==> config.mk <==
export PLATFORM = sky130hd
export DESIGN_NAME = cpu_process_scheduler_top
export DESIGN_NICKNAME = d
export VERILOG_FILES = /design/src/cps_pkg.sv /design/src/cps_ctrl.sv /design/src/cps_datapath.sv /design/src/cpu_process_scheduler_top.sv
export SDC_FILE = /design/constraint.sdc
export NUM_CORES = 2
export LEC_CHECK = 0
export ABC_AREA = 0
export BUFFER_PORTS_ARGS = -buffer_cell sky130_fd_sc_hd__buf_2
export CAP_MARGIN = 20
export CORE_UTILIZATION = 45
export CTS_CLUSTER_DIAMETER = 30
export CTS_CLUSTER_SIZE = 24
export DETAILED_ROUTE_END_ITERATION = 12
export SLEW_MARGIN = 10
export SYNTH_ARGS = -nofsm -noshare
export SYNTH_HDL_FRONTEND = slang
export SYNTH_SLANG_ARGS = --single-unit
==> constraint.sdc <==
create_clock -name clk -period 9.2 [get_ports clk]
set_clock_uncertainty 0.05 [all_clocks]
set_input_delay 0.92 -clock clk [delete_from_list [all_inputs] [get_ports clk]]
set_output_delay 0.92 -clock clk [all_outputs]
set_load 0.01 [all_outputs]
==> src/cps_pkg.sv <==
// Shared types, constants and codes of the process scheduler.
package cps_pkg;

	localparam int MAX_PROCS = 16;
	localparam int TIME_BITS = 16;
	localparam int SLOT_W    = $clog2(MAX_PROCS);
	localparam int CNT_W     = SLOT_W + 1;

	localparam logic [CNT_W-1:0]     IDLE_SLOT = CNT_W'(MAX_PROCS);
	localparam logic [CNT_W-1:0]     MAX_CNT   = CNT_W'(MAX_PROCS);
	localparam logic [TIME_BITS-1:0] TMAX      = '1;

	localparam logic [1:0] POL_FCFS = 2'd0;
	localparam logic [1:0] POL_SJF  = 2'd1;
	localparam logic [1:0] POL_SRTF = 2'd2;
	localparam logic [1:0] POL_RR   = 2'd3;

	localparam logic OP_LOAD = 1'b0;
	localparam logic OP_TICK = 1'b1;

	localparam logic [1:0] REG_POLICY  = 2'd0;
	localparam logic [1:0] REG_QUANTUM = 2'd1;
	localparam logic [1:0] REG_COUNT   = 2'd2;

	typedef struct packed {
		logic        opcode;
		logic [3:0]  slot;
		logic [15:0] arrival_time;
		logic [15:0] burst_time;
	} cps_in_t;

	typedef struct packed {
		logic        busy_res;
		logic [3:0]  running_slot;
		logic        dispatched;
		logic        first_run;
		logic [15:0] response_time;
		logic        completed;
		logic [15:0] turnaround_time;
		logic [15:0] waiting_time;
		logic        all_done;
		logic [15:0] current_tick;
	} cps_out_t;

	typedef struct packed {
		logic accept_load;
		logic accept_tick;
		logic start;
		logic scan;
		logic decide;
		logic pop;
		logic run;
		logic fin;
	} cps_cmd_t;

	typedef struct packed {
		logic in_valid;
		logic in_tick;
		logic can_accept;
		logic n_zero;
		logic scan_last;
		logic need_pop;
		logic pop_done;
	} cps_stat_t;

endpackage

==> src/cps_ctrl.sv <==
// Sequencing state machine of the process scheduler.
module cps_ctrl (
	input  logic              clk,
	input  logic              arst_n,
	input  cps_pkg::cps_stat_t stat,
	output cps_pkg::cps_cmd_t  cmd,
	output logic              in_stall
);
	import cps_pkg::*;

	localparam logic [2:0] S_IDLE   = 3'd0;
	localparam logic [2:0] S_START  = 3'd1;
	localparam logic [2:0] S_SCAN   = 3'd2;
	localparam logic [2:0] S_DECIDE = 3'd3;
	localparam logic [2:0] S_POP    = 3'd4;
	localparam logic [2:0] S_RUN    = 3'd5;
	localparam logic [2:0] S_FIN    = 3'd6;

	logic [2:0] state_q, state_d;
	logic       accept;

	assign accept   = (state_q == S_IDLE) && stat.can_accept && stat.in_valid;
	assign in_stall = !((state_q == S_IDLE) && stat.can_accept);

	always_comb begin
		cmd             = '0;
		cmd.accept_load = accept && !stat.in_tick;
		cmd.accept_tick = accept && stat.in_tick;
		cmd.start       = (state_q == S_START);
		cmd.scan        = (state_q == S_SCAN);
		cmd.decide      = (state_q == S_DECIDE);
		cmd.pop         = (state_q == S_POP);
		cmd.run         = (state_q == S_RUN);
		cmd.fin         = (state_q == S_FIN);
	end

	always_comb begin
		state_d = state_q;
		unique case (state_q)
			S_IDLE: begin
				if (accept) state_d = stat.in_tick ? S_START : S_FIN;
			end
			S_START:  state_d = stat.n_zero ? S_DECIDE : S_SCAN;
			S_SCAN: begin
				if (stat.scan_last) state_d = S_DECIDE;
			end
			S_DECIDE: state_d = stat.need_pop ? S_POP : S_RUN;
			S_POP: begin
				if (stat.pop_done) state_d = S_RUN;
			end
			S_RUN:    state_d = S_FIN;
			S_FIN:    state_d = S_IDLE;
			default:  state_d = S_IDLE;
		endcase
	end

	always_ff @(posedge clk or negedge arst_n) begin
		if (!arst_n) state_q <= S_IDLE;
		else         state_q <= state_d;
	end

endmodule

==> src/cps_datapath.sv <==
// Process table, ready queue, selection logic and result registers.
module cps_datapath (
	input  logic               clk,
	input  logic               arst_n,
	input  cps_pkg::cps_cmd_t  cmd,
	output cps_pkg::cps_stat_t stat,
	input  logic               in_valid,
	input  cps_pkg::cps_in_t   in_data,
	input  logic               cfg_we,
	input  logic [1:0]         cfg_index,
	input  logic [7:0]         cfg_data,
	input  logic               out_stall,
	output logic               out_valid,
	output cps_pkg::cps_out_t  out_data
);
	import cps_pkg::*;

	logic [1:0]       policy_q;
	logic [7:0]       quantum_q;
	logic [4:0]       count_q;

	logic [TIME_BITS-1:0] arr_mem   [MAX_PROCS];
	logic [TIME_BITS-1:0] burst_mem [MAX_PROCS];
	logic [TIME_BITS-1:0] rem_mem   [MAX_PROCS];
	logic [SLOT_W-1:0]    fifo_mem  [MAX_PROCS];

	logic [MAX_PROCS-1:0] ready_q, done_q, started_q, remnz_q;
	logic [TIME_BITS-1:0] time_q;
	logic [CNT_W-1:0]     cur_slot_q, w_cur_q, prev_q;
	logic [7:0]           slice_q;
	logic [SLOT_W-1:0]    head_q;
	logic [CNT_W-1:0]     fcnt_q;

	logic [SLOT_W-1:0]    scan_idx_q;
	logic [CNT_W-1:0]     best_arr_q, best_rem_q, best_first_q;
	logic [TIME_BITS-1:0] best_arr_key_q, best_rem_key_q;
	logic                 pop_mode_q;
	logic                 tick_q;
	cps_out_t             res_q;
	logic                 out_valid_q;
	cps_out_t             out_q;

	logic [CNT_W-1:0]     n;
	logic [7:0]           slice_len;
	logic [SLOT_W-1:0]    rd_addr;
	logic [TIME_BITS-1:0] rd_arr, rd_burst, rd_rem, new_rem;
	logic                 arrives, scan_run, push_ok;
	logic [SLOT_W-1:0]    fifo_tail;
	logic [CNT_W-1:0]     head_slot, popped;
	logic                 head_ok, pop_found;
	logic                 cur_ok;
	logic [TIME_BITS-1:0] resp, fin_t, tat, wait_t;
	logic [MAX_PROCS-1:0] used_mask;
	logic                 all_done;
	logic                 cur_idle;
	cps_out_t             run_res, fin_res;

	function automatic logic runnable(input logic [CNT_W-1:0] s, input logic [CNT_W-1:0] cnt,
		input logic [MAX_PROCS-1:0] rdy, input logic [MAX_PROCS-1:0] dn);
		logic ok;
		ok = 1'b0;
		if (s < cnt) ok = rdy[s[SLOT_W-1:0]] && !dn[s[SLOT_W-1:0]];
		return ok;
	endfunction

	assign n         = (count_q > MAX_CNT) ? MAX_CNT : count_q;
	assign slice_len = (quantum_q == 8'd0) ? 8'd1 : quantum_q;
	assign cur_idle  = (w_cur_q == IDLE_SLOT);

	assign rd_addr  = cmd.scan ? scan_idx_q : w_cur_q[SLOT_W-1:0];
	assign rd_arr   = arr_mem[rd_addr];
	assign rd_burst = burst_mem[rd_addr];
	assign rd_rem   = rem_mem[rd_addr];
	assign new_rem  = rd_rem - 1'b1;

	assign arrives  = (rd_arr == time_q) && !ready_q[rd_addr] && !done_q[rd_addr];
	assign scan_run = (ready_q[rd_addr] || arrives) && !done_q[rd_addr];
	assign push_ok  = (fcnt_q < MAX_CNT);
	assign fifo_tail = head_q + fcnt_q[SLOT_W-1:0];

	assign head_slot = {1'b0, fifo_mem[head_q]};
	assign head_ok   = runnable(head_slot, n, ready_q, done_q);
	assign pop_found = (fcnt_q != '0) && head_ok;
	assign popped    = pop_found ? head_slot : IDLE_SLOT;
	assign cur_ok    = (cur_slot_q != IDLE_SLOT) && runnable(cur_slot_q, n, ready_q, done_q);

	// Metrics of the running slot; the differences are clamped at zero and the finish time saturates.
	assign resp   = (time_q >= rd_arr) ? time_q - rd_arr : '0;
	assign fin_t  = (time_q != TMAX) ? time_q + 1'b1 : time_q;
	assign tat    = (fin_t >= rd_arr) ? fin_t - rd_arr : '0;
	assign wait_t = (tat > rd_burst) ? tat - rd_burst : '0;

	always_comb begin
		for (int i = 0; i < MAX_PROCS; i++) used_mask[i] = (CNT_W'(i) < n);
	end
	assign all_done = ~|(remnz_q & used_mask);

	// Result of the run step, assembled before it is registered.
	always_comb begin
		run_res = '0;
		if (!cur_idle) begin
			run_res.busy_res     = 1'b1;
			run_res.running_slot = rd_addr;
			run_res.dispatched   = (w_cur_q != prev_q);
			if (!started_q[rd_addr]) begin
				run_res.first_run     = 1'b1;
				run_res.response_time = resp;
			end
			if (new_rem == '0) begin
				run_res.completed       = 1'b1;
				run_res.turnaround_time = tat;
				run_res.waiting_time    = wait_t;
			end
		end
	end

	always_comb begin
		fin_res              = res_q;
		fin_res.all_done     = all_done;
		fin_res.current_tick = time_q;
	end

	always_comb begin
		stat            = '0;
		stat.in_valid   = in_valid;
		stat.in_tick    = (in_data.opcode == OP_TICK);
		stat.can_accept = !out_valid_q || !out_stall;
		stat.n_zero     = (n == '0);
		stat.scan_last  = ({1'b0, scan_idx_q} == n - 1'b1);
		stat.need_pop   = (policy_q == POL_RR) && (cur_idle || slice_q == 8'd0);
		stat.pop_done   = (fcnt_q == '0) || head_ok;
	end

	// Control state with reset.
	always_ff @(posedge clk or negedge arst_n) begin
		if (!arst_n) begin
			policy_q    <= POL_FCFS;
			quantum_q   <= 8'd2;
			count_q     <= 5'd1;
			ready_q     <= '0;
			done_q      <= '0;
			started_q   <= '0;
			remnz_q     <= '0;
			time_q      <= '0;
			cur_slot_q  <= IDLE_SLOT;
			slice_q     <= 8'd2;
			head_q      <= '0;
			fcnt_q      <= '0;
			out_valid_q <= 1'b0;
		end else begin
			if (cfg_we) begin
				unique case (cfg_index)
					REG_POLICY:  policy_q  <= cfg_data[1:0];
					REG_QUANTUM: quantum_q <= cfg_data;
					REG_COUNT:   count_q   <= cfg_data[4:0];
					default: ;
				endcase
			end
			if (cmd.accept_load) begin
				ready_q[in_data.slot]   <= 1'b0;
				started_q[in_data.slot] <= 1'b0;
				done_q[in_data.slot]    <= (in_data.burst_time == '0);
				remnz_q[in_data.slot]   <= (in_data.burst_time != '0);
			end
			if (cmd.scan && arrives) begin
				ready_q[rd_addr] <= 1'b1;
				if (policy_q == POL_RR && push_ok) fcnt_q <= fcnt_q + 1'b1;
			end
			if (cmd.pop) begin
				if (fcnt_q != '0) begin
					head_q <= head_q + 1'b1;
					// A preempted slot re-enters behind, keeping the count.
					if (!(pop_found && !pop_mode_q)) fcnt_q <= fcnt_q - 1'b1;
				end
				if (stat.pop_done) slice_q <= slice_len;
			end
			if (cmd.run) begin
				if (!cur_idle) begin
					started_q[rd_addr] <= 1'b1;
					remnz_q[rd_addr]   <= (new_rem != '0);
					if (policy_q == POL_RR && slice_q != 8'd0) slice_q <= slice_q - 1'b1;
					if (new_rem == '0) begin
						done_q[rd_addr]  <= 1'b1;
						ready_q[rd_addr] <= 1'b0;
						cur_slot_q       <= IDLE_SLOT;
					end else begin
						cur_slot_q <= w_cur_q;
					end
				end else begin
					cur_slot_q <= IDLE_SLOT;
				end
			end
			if (cmd.fin) begin
				out_valid_q <= 1'b1;
				if (tick_q && time_q != TMAX) time_q <= time_q + 1'b1;
			end else begin
				out_valid_q <= out_valid_q && out_stall;
			end
		end
	end

	// Tables, queue storage and working registers.
	always_ff @(posedge clk) begin
		if (cmd.accept_load) begin
			arr_mem[in_data.slot]   <= in_data.arrival_time;
			burst_mem[in_data.slot] <= in_data.burst_time;
			rem_mem[in_data.slot]   <= in_data.burst_time;
			res_q  <= '0;
			tick_q <= 1'b0;
		end
		if (cmd.accept_tick) tick_q <= 1'b1;
		if (cmd.start) begin
			w_cur_q      <= cur_ok ? cur_slot_q : IDLE_SLOT;
			prev_q       <= cur_ok ? cur_slot_q : IDLE_SLOT;
			scan_idx_q   <= '0;
			best_arr_q   <= IDLE_SLOT;
			best_rem_q   <= IDLE_SLOT;
			best_first_q <= IDLE_SLOT;
		end
		if (cmd.scan) begin
			scan_idx_q <= scan_idx_q + 1'b1;
			if (arrives && policy_q == POL_RR && push_ok) fifo_mem[fifo_tail] <= rd_addr;
			if (scan_run) begin
				if (best_arr_q == IDLE_SLOT || rd_arr < best_arr_key_q) begin
					best_arr_q     <= {1'b0, rd_addr};
					best_arr_key_q <= rd_arr;
				end
				if (best_rem_q == IDLE_SLOT || rd_rem < best_rem_key_q) begin
					best_rem_q     <= {1'b0, rd_addr};
					best_rem_key_q <= rd_rem;
				end
				if (best_first_q == IDLE_SLOT) best_first_q <= {1'b0, rd_addr};
			end
		end
		if (cmd.decide) begin
			pop_mode_q <= cur_idle;
			unique case (policy_q)
				POL_FCFS: if (cur_idle) w_cur_q <= best_arr_q;
				POL_SJF:  if (cur_idle) w_cur_q <= best_rem_q;
				POL_SRTF: w_cur_q <= best_rem_q;
				POL_RR:   ;
				default:  ;
			endcase
		end
		if (cmd.pop && stat.pop_done) begin
			if (pop_mode_q) begin
				w_cur_q <= (popped != IDLE_SLOT) ? popped : best_first_q;
			end else if (popped != IDLE_SLOT) begin
				fifo_mem[fifo_tail] <= w_cur_q[SLOT_W-1:0];
				w_cur_q             <= popped;
			end
		end
		if (cmd.run) begin
			res_q <= run_res;
			if (!cur_idle) rem_mem[rd_addr] <= new_rem;
		end
		if (cmd.fin) out_q <= fin_res;
	end

	assign out_valid = out_valid_q;
	assign out_data  = out_q;

	fifo_bound_a: assert property (@(posedge clk) disable iff (!arst_n)
		fcnt_q <= MAX_CNT) else $error("ready queue count beyond capacity");

	hold_a: assert property (@(posedge clk) disable iff (!arst_n)
		(out_valid_q && out_stall) |=> (out_valid_q && $stable(out_q)))
		else $error("stalled result changed");

	cur_range_a: assert property (@(posedge clk) disable iff (!arst_n)
		cur_slot_q <= IDLE_SLOT) else $error("current slot out of range");

endmodule

==> src/cpu_process_scheduler_top.sv <==
// Top level of the tick-driven process scheduler.
//
//  channel | direction | handshake         | beat
//  --------+-----------+-------------------+---------------------------------
//  in      | input     | in_valid/in_stall | cps_in_t: load entry or one tick
//  out     | output    | out_valid/out_stall | cps_out_t: one result per item
//  cfg     | input     | cfg_we            | cfg_index, cfg_data (8 bits)
//
// A load beat goes from idle straight to the finishing step. A tick beat steps through
// start, a scan of the n slots in use, decide, in round robin when the queue is
// consulted a pop step per entry popped or one more when no runnable entry turns up,
// then run and finish: the table is scanned one slot a cycle through a single read port.
// Reset clears the process flags, time and the queue pointers at once; no clearing pass.
// A result that waits in the output register stalls the input until it is taken.
module cpu_process_scheduler_top (
	input  logic              clk,
	input  logic              arst_n,
	input  logic              in_valid,
	output logic              in_stall,
	input  cps_pkg::cps_in_t  in_data,
	output logic              out_valid,
	input  logic              out_stall,
	output cps_pkg::cps_out_t out_data,
	input  logic              cfg_we,
	input  logic [1:0]        cfg_index,
	input  logic [7:0]        cfg_data
);
	import cps_pkg::*;

	cps_cmd_t  cmd;
	cps_stat_t stat;

	// The controller only sequences; all state of the scheduler sits in the datapath.
	cps_ctrl u_ctrl (
		.clk      (clk),
		.arst_n   (arst_n),
		.stat     (stat),
		.cmd      (cmd),
		.in_stall (in_stall)
	);

	cps_datapath u_dp (
		.clk       (clk),
		.arst_n    (arst_n),
		.cmd       (cmd),
		.stat      (stat),
		.in_valid  (in_valid),
		.in_data   (in_data),
		.cfg_we    (cfg_we),
		.cfg_index (cfg_index),
		.cfg_data  (cfg_data),
		.out_stall (out_stall),
		.out_valid (out_valid),
		.out_data  (out_data)
	);

	// A new result appears only from the finishing step of the sequence.
	rise_a: assert property (@(posedge clk) disable iff (!arst_n)
		$rose(out_valid) |-> $past(cmd.fin)) else $error("result without finish step");

	// An accepted beat always finds the output register free afterward.
	accept_a: assert property (@(posedge clk) disable iff (!arst_n)
		(in_valid && !in_stall) |=> !out_valid) else $error("output overrun");

	// Completion and first dispatch only ever describe a running process.
	busy_a: assert property (@(posedge clk) disable iff (!arst_n)
		(out_valid && (out_data.completed || out_data.first_run || out_data.dispatched))
		|-> out_data.busy_res) else $error("metric without running process");

endmodule

==> summary.md <==
| Metric | Value |
|---|---|
| Critical Path End Type | flip-flop |
| Final min period | 7.84 ns |
| Status | finished, final reports clean |
| Unrepaired setup endpoints after global routing | false |
| Sw frac | 35.8% |
| Most crowded layer after global routing | met2 |
| Syn_nets | 3,360 |
| Gr ovfl total | 0 |
| Setup_tns | 0 ns |
| PostCTS Resize Cnt | 0 |
| Sequential area share after synthesis | 67.2% |
| DR iter-0 viols | 2,724 |
| Slew Limit Fails | 0 |
| First-pass GRT wire length | 196,000 um |
| Portion of total power attributed to combinational logic | 36.1% |
| Setup Buffers After CTS | 0 |
| Crit path max-delay cell type | or3b_1 |
| CTS Buf Count | 216 |
| DP HPWL | 81,400 um |
| Root buffer cell | clkbuf_16 |
| Worst skew pair latency | 0.82 ns |
| Final worst path period share | 85.3% |
| Largest cells by area after synthesis | edfxtp_1, mux4_2, dfrtp_1 |
| IO Pins | 127 |
| Vias in the first global route | 30,500 |
| Library cells used by synthesis | 108 |
| Crit-path cells | or3b_1 > a21oi_4 > inv_6 > mux4_2 > nand2_1 > nand3_1 > and2_1 > fa_1 > nor2b_1 > o21ai_0 > a311o_1 > a31oi_1 > o21a_1 > and3b_1 > ha_1 > a21oi_1 > nor2b_1 > o21ai_0 > nand2b_1 > a21oi_1 > o211ai_2 > a41oi_1 > mux2i_1 > nor4_2 |
| Post-CTS Hold Buffers | 0 |
| GR Util met3 | 4.53% |
| Worst slew pin tran | 1.16 ns |
| Hold crit path type | in -> async |
| Most frequent cell after synthesis | edfxtp_1 |
| Deepest level of the CTS H-tree | 4 |
| Largest net degree at the start of global routing | 74 |
| Number of port buffers | 126 |
| ANT nets after route | 0 |
| RePlAce Congestion | 0.911 |
| Startpoint types | flip-flop |
| Total power | 22.4 mW |
| CTS tree | yes |
| Routed WL | 132,000 um |
| Max Cap Violations | 0 |
| Via count | 30,000 |
| Area fraction of the dominant cell type after synthesis | 60.3% |
| Clock power share | 35.2% |
| Placed Area | 0.0524 mm^2 |
| # nets final | 3,659 |
| Remaining DRCs | 0 |
| CTS max path bufs | 3 |
| Number of synthesized flops with an enable pin | 1,003 |
| Yosys warns | 0 |
| Top FF cell, synth | edfxtp_1 |
| Total GRT Usage | 23.7% |
| Rows | 121 |
| FF+latch count, synth | 1,145 |
| Vias per cell | 5.80 |
| Static leakage | 21.8 nW |
| Async set or reset register ratio after synthesis | 10.6% |
| R2R cell count | 24 |
| Peak Freq | 0.127 GHz |
| R2R Path Start | u_ctrl.state_q[2] |
| Internal power | 14.4 mW |
| Met1 usage | 31.7% |
| Critical Path AT | 8.29 ns |
| Worst reg2reg endpoint | u_dp.fin_res[32] |
| Core Box Area | 0.109 mm^2 |
| Cell taking the most area after synthesis | edfxtp_1 |
| Critical path type | reg -> reg |
| Sequential share of power | 28.6% |
| CTS clk-pin slew, worst paths | 0.05 ns |
| Die area | 0.112 mm^2 |
| Clk sink count | 1,145 |
| Crit-path max FO | 58 |
| Height of the die | 335 um |
| Slowest stage delay, CP | 0.76 ns |
| Die width | 335 um |
| First-pass DRT Iterations | 6 |
| Initial Util | 45.6% |
| Rel. slew slack | 22.4% |
| # setup viols final | 0 |
| Wire per inst | 25.5 um |
| Mapped Cells | 3,205 |
| Share of cells above drive strength 1 | 24.2% |
| Cell Pwr Density | 375 mW/mm^2 |
| WP data required | 9.65 ns |
| Post-synth top cells | edfxtp_1, nand2_1, mux4_2, nor2_1, inv_1 |
| Area growth, synth to finish | 20.0% |
| Met2 usage | 39.0% |
| FF-to-FF setup slack | 1.36 ns |
| Avg Inst Size Synth | 15.6 um^2 |
| P_sw | 8.03 mW |
| Final hold violation count | 0 |
| Final non-filler cell area | 0.0599 mm^2 |
| Max rail drop VDD | 0.255 mV |
| Mapped cell area | 0.0499 mm^2 |
| Initial antenna violation count | 12 |
how the worst max path moves through the flow:
stage	slack, ns	endpoint	cells after the start	startpoint
floorplan	1.78	u_dp.fin_res[25]	30	u_ctrl.state_q[1]
global placement	1.61	u_dp.fin_res[32]	26	u_ctrl.state_q[2]
detailed placement	1.33	u_dp.fin_res[21]	21	u_ctrl.state_q[2]
CTS	1.29	u_dp.fin_res[21]	21	u_ctrl.state_q[2]
global route	0.64	u_dp.fin_res[32]	24	u_ctrl.state_q[2]
finish	1.36	u_dp.fin_res[32]	24	u_ctrl.state_q[2]
cells by family after synthesis:
family	Yosys count	synth area share, %
flip-flops	1145	67.2
XOR/XNOR	96	1.68
adder cells (fa/ha/maj)	105	2.68
AO/OA/AOI/OAI	438	6.07
multiplexers	303	11.7
AND/OR/NAND/NOR	857	8.25
buffers and inverters	261	2.39
per-stage QoR:
step / setup WS, ns / util (%) / instances / hold slack [ns]
2_1_floorplan: 1.78 / - / 3205 / 0.350
3_3_place_gp: 1.61 / 47.9 / 4754 / 0.352
3_5_place_dp: 1.33 / 47.9 / 4758 / 0.355
4_1_cts: 1.29 / 54.7 / 5164 / 0.152
5_1_grt: 0.641 / 54.7 / 5169 / 0.190
6_report: 1.36 / 54.7 / 5172 / 0.146
power groups by stage:
| stage | Sequential (mW) | Combinational, mW | Clock (mW) |
|---|---|---|---|
| final | 6.43 | 8.11 | 7.91 |
| after global routing | 6.45 | 8.79 | 8.25 |
| after CTS | 6.42 | 8.13 | 8.00 |
| after detailed placement | 6.52 | 8.10 | 0 |
| after global placement | 6.50 | 7.99 | 0 |
| after floorplan | 6.43 | 5.72 | 0 |
worst max-delay path, delay by kind of cell (launching register included):
family	cells	cell delay, ns
flip-flops	1	0.52
AND/OR/NAND/NOR	9	1.88
AO/OA/AOI/OAI	10	3.09
buffers and inverters	1	0.41
adder cells (fa/ha/maj)	2	0.72
multiplexers	2	0.83
state kept, by name (all words and copies together), names as in the netlist, 5 cells and up:
name                 count
u_dp.done_q             16
u_dp.rem_mem           256
u_dp.time_q             16
u_dp.count_q             5
u_dp.slice_q             8
u_dp.best_rem_q          5
u_dp.arr_mem           256
u_dp.fin_res            56
u_dp.w_cur_q             5
u_dp.fifo_mem           64
u_dp.best_rem_key_q     16
u_dp.burst_mem         256
u_dp.ready_q            16
u_dp.remnz_q            16
u_dp.best_first_q        5
u_dp.quantum_q           8
u_dp.cur_slot_q          5
u_dp.fcnt_q              5
u_dp.best_arr_key_q     16
u_dp.started_q          16
u_dp.prev_q              5
u_dp.out_data           73
u_dp.best_arr_q          5
metal layers:
metal | vias up | wire length (um)
li1 | 13100 | -
met1 | 15400 | 55200
met2 | 1133 | 64400
met3 | 253 | 8760
met4 | 12 | 3480
met5 | - | 69
placed cells by master (no fill, tap or decap), types with 16 or more instances in the layout:
cell,instances
a211oi_1,24
a21o_1,24
a21oi_1,100
a22o_1,20
a22oi_1,27
a31oi_1,16
and2_1,34
and3_1,35
buf_2,130
buf_4,84
bufinv_16,29
clkbuf_1,22
clkbuf_16,216
clkinv_1,33
clkinv_2,35
clkinvlp_4,19
dfrtp_1,117
dfxtp_1,21
edfxtp_1,1003
ha_1,99
inv_1,102
inv_2,17
inv_6,27
mux2_2,27
mux2i_1,57
mux4_2,203
nand2_1,354
nand2b_1,27
nand3_1,101
nor2_1,140
nor2b_1,24
nor3_1,36
nor4_1,30
o21a_1,23
o21ai_0,77
xnor2_1,70
xor2_1,26
area by class of cell:
cell class,count,area [um^2]
flip-flops and latches,1145,33600
multi-input cells,1799,15200
diodes,4,10.0
repair buffers,217,1320
clock buffers,238,5490
well taps,1476,1850
clock inverters,168,1970
inverters,125,485
fillers,8575,49500
Power figures use the tool's default switching activity.
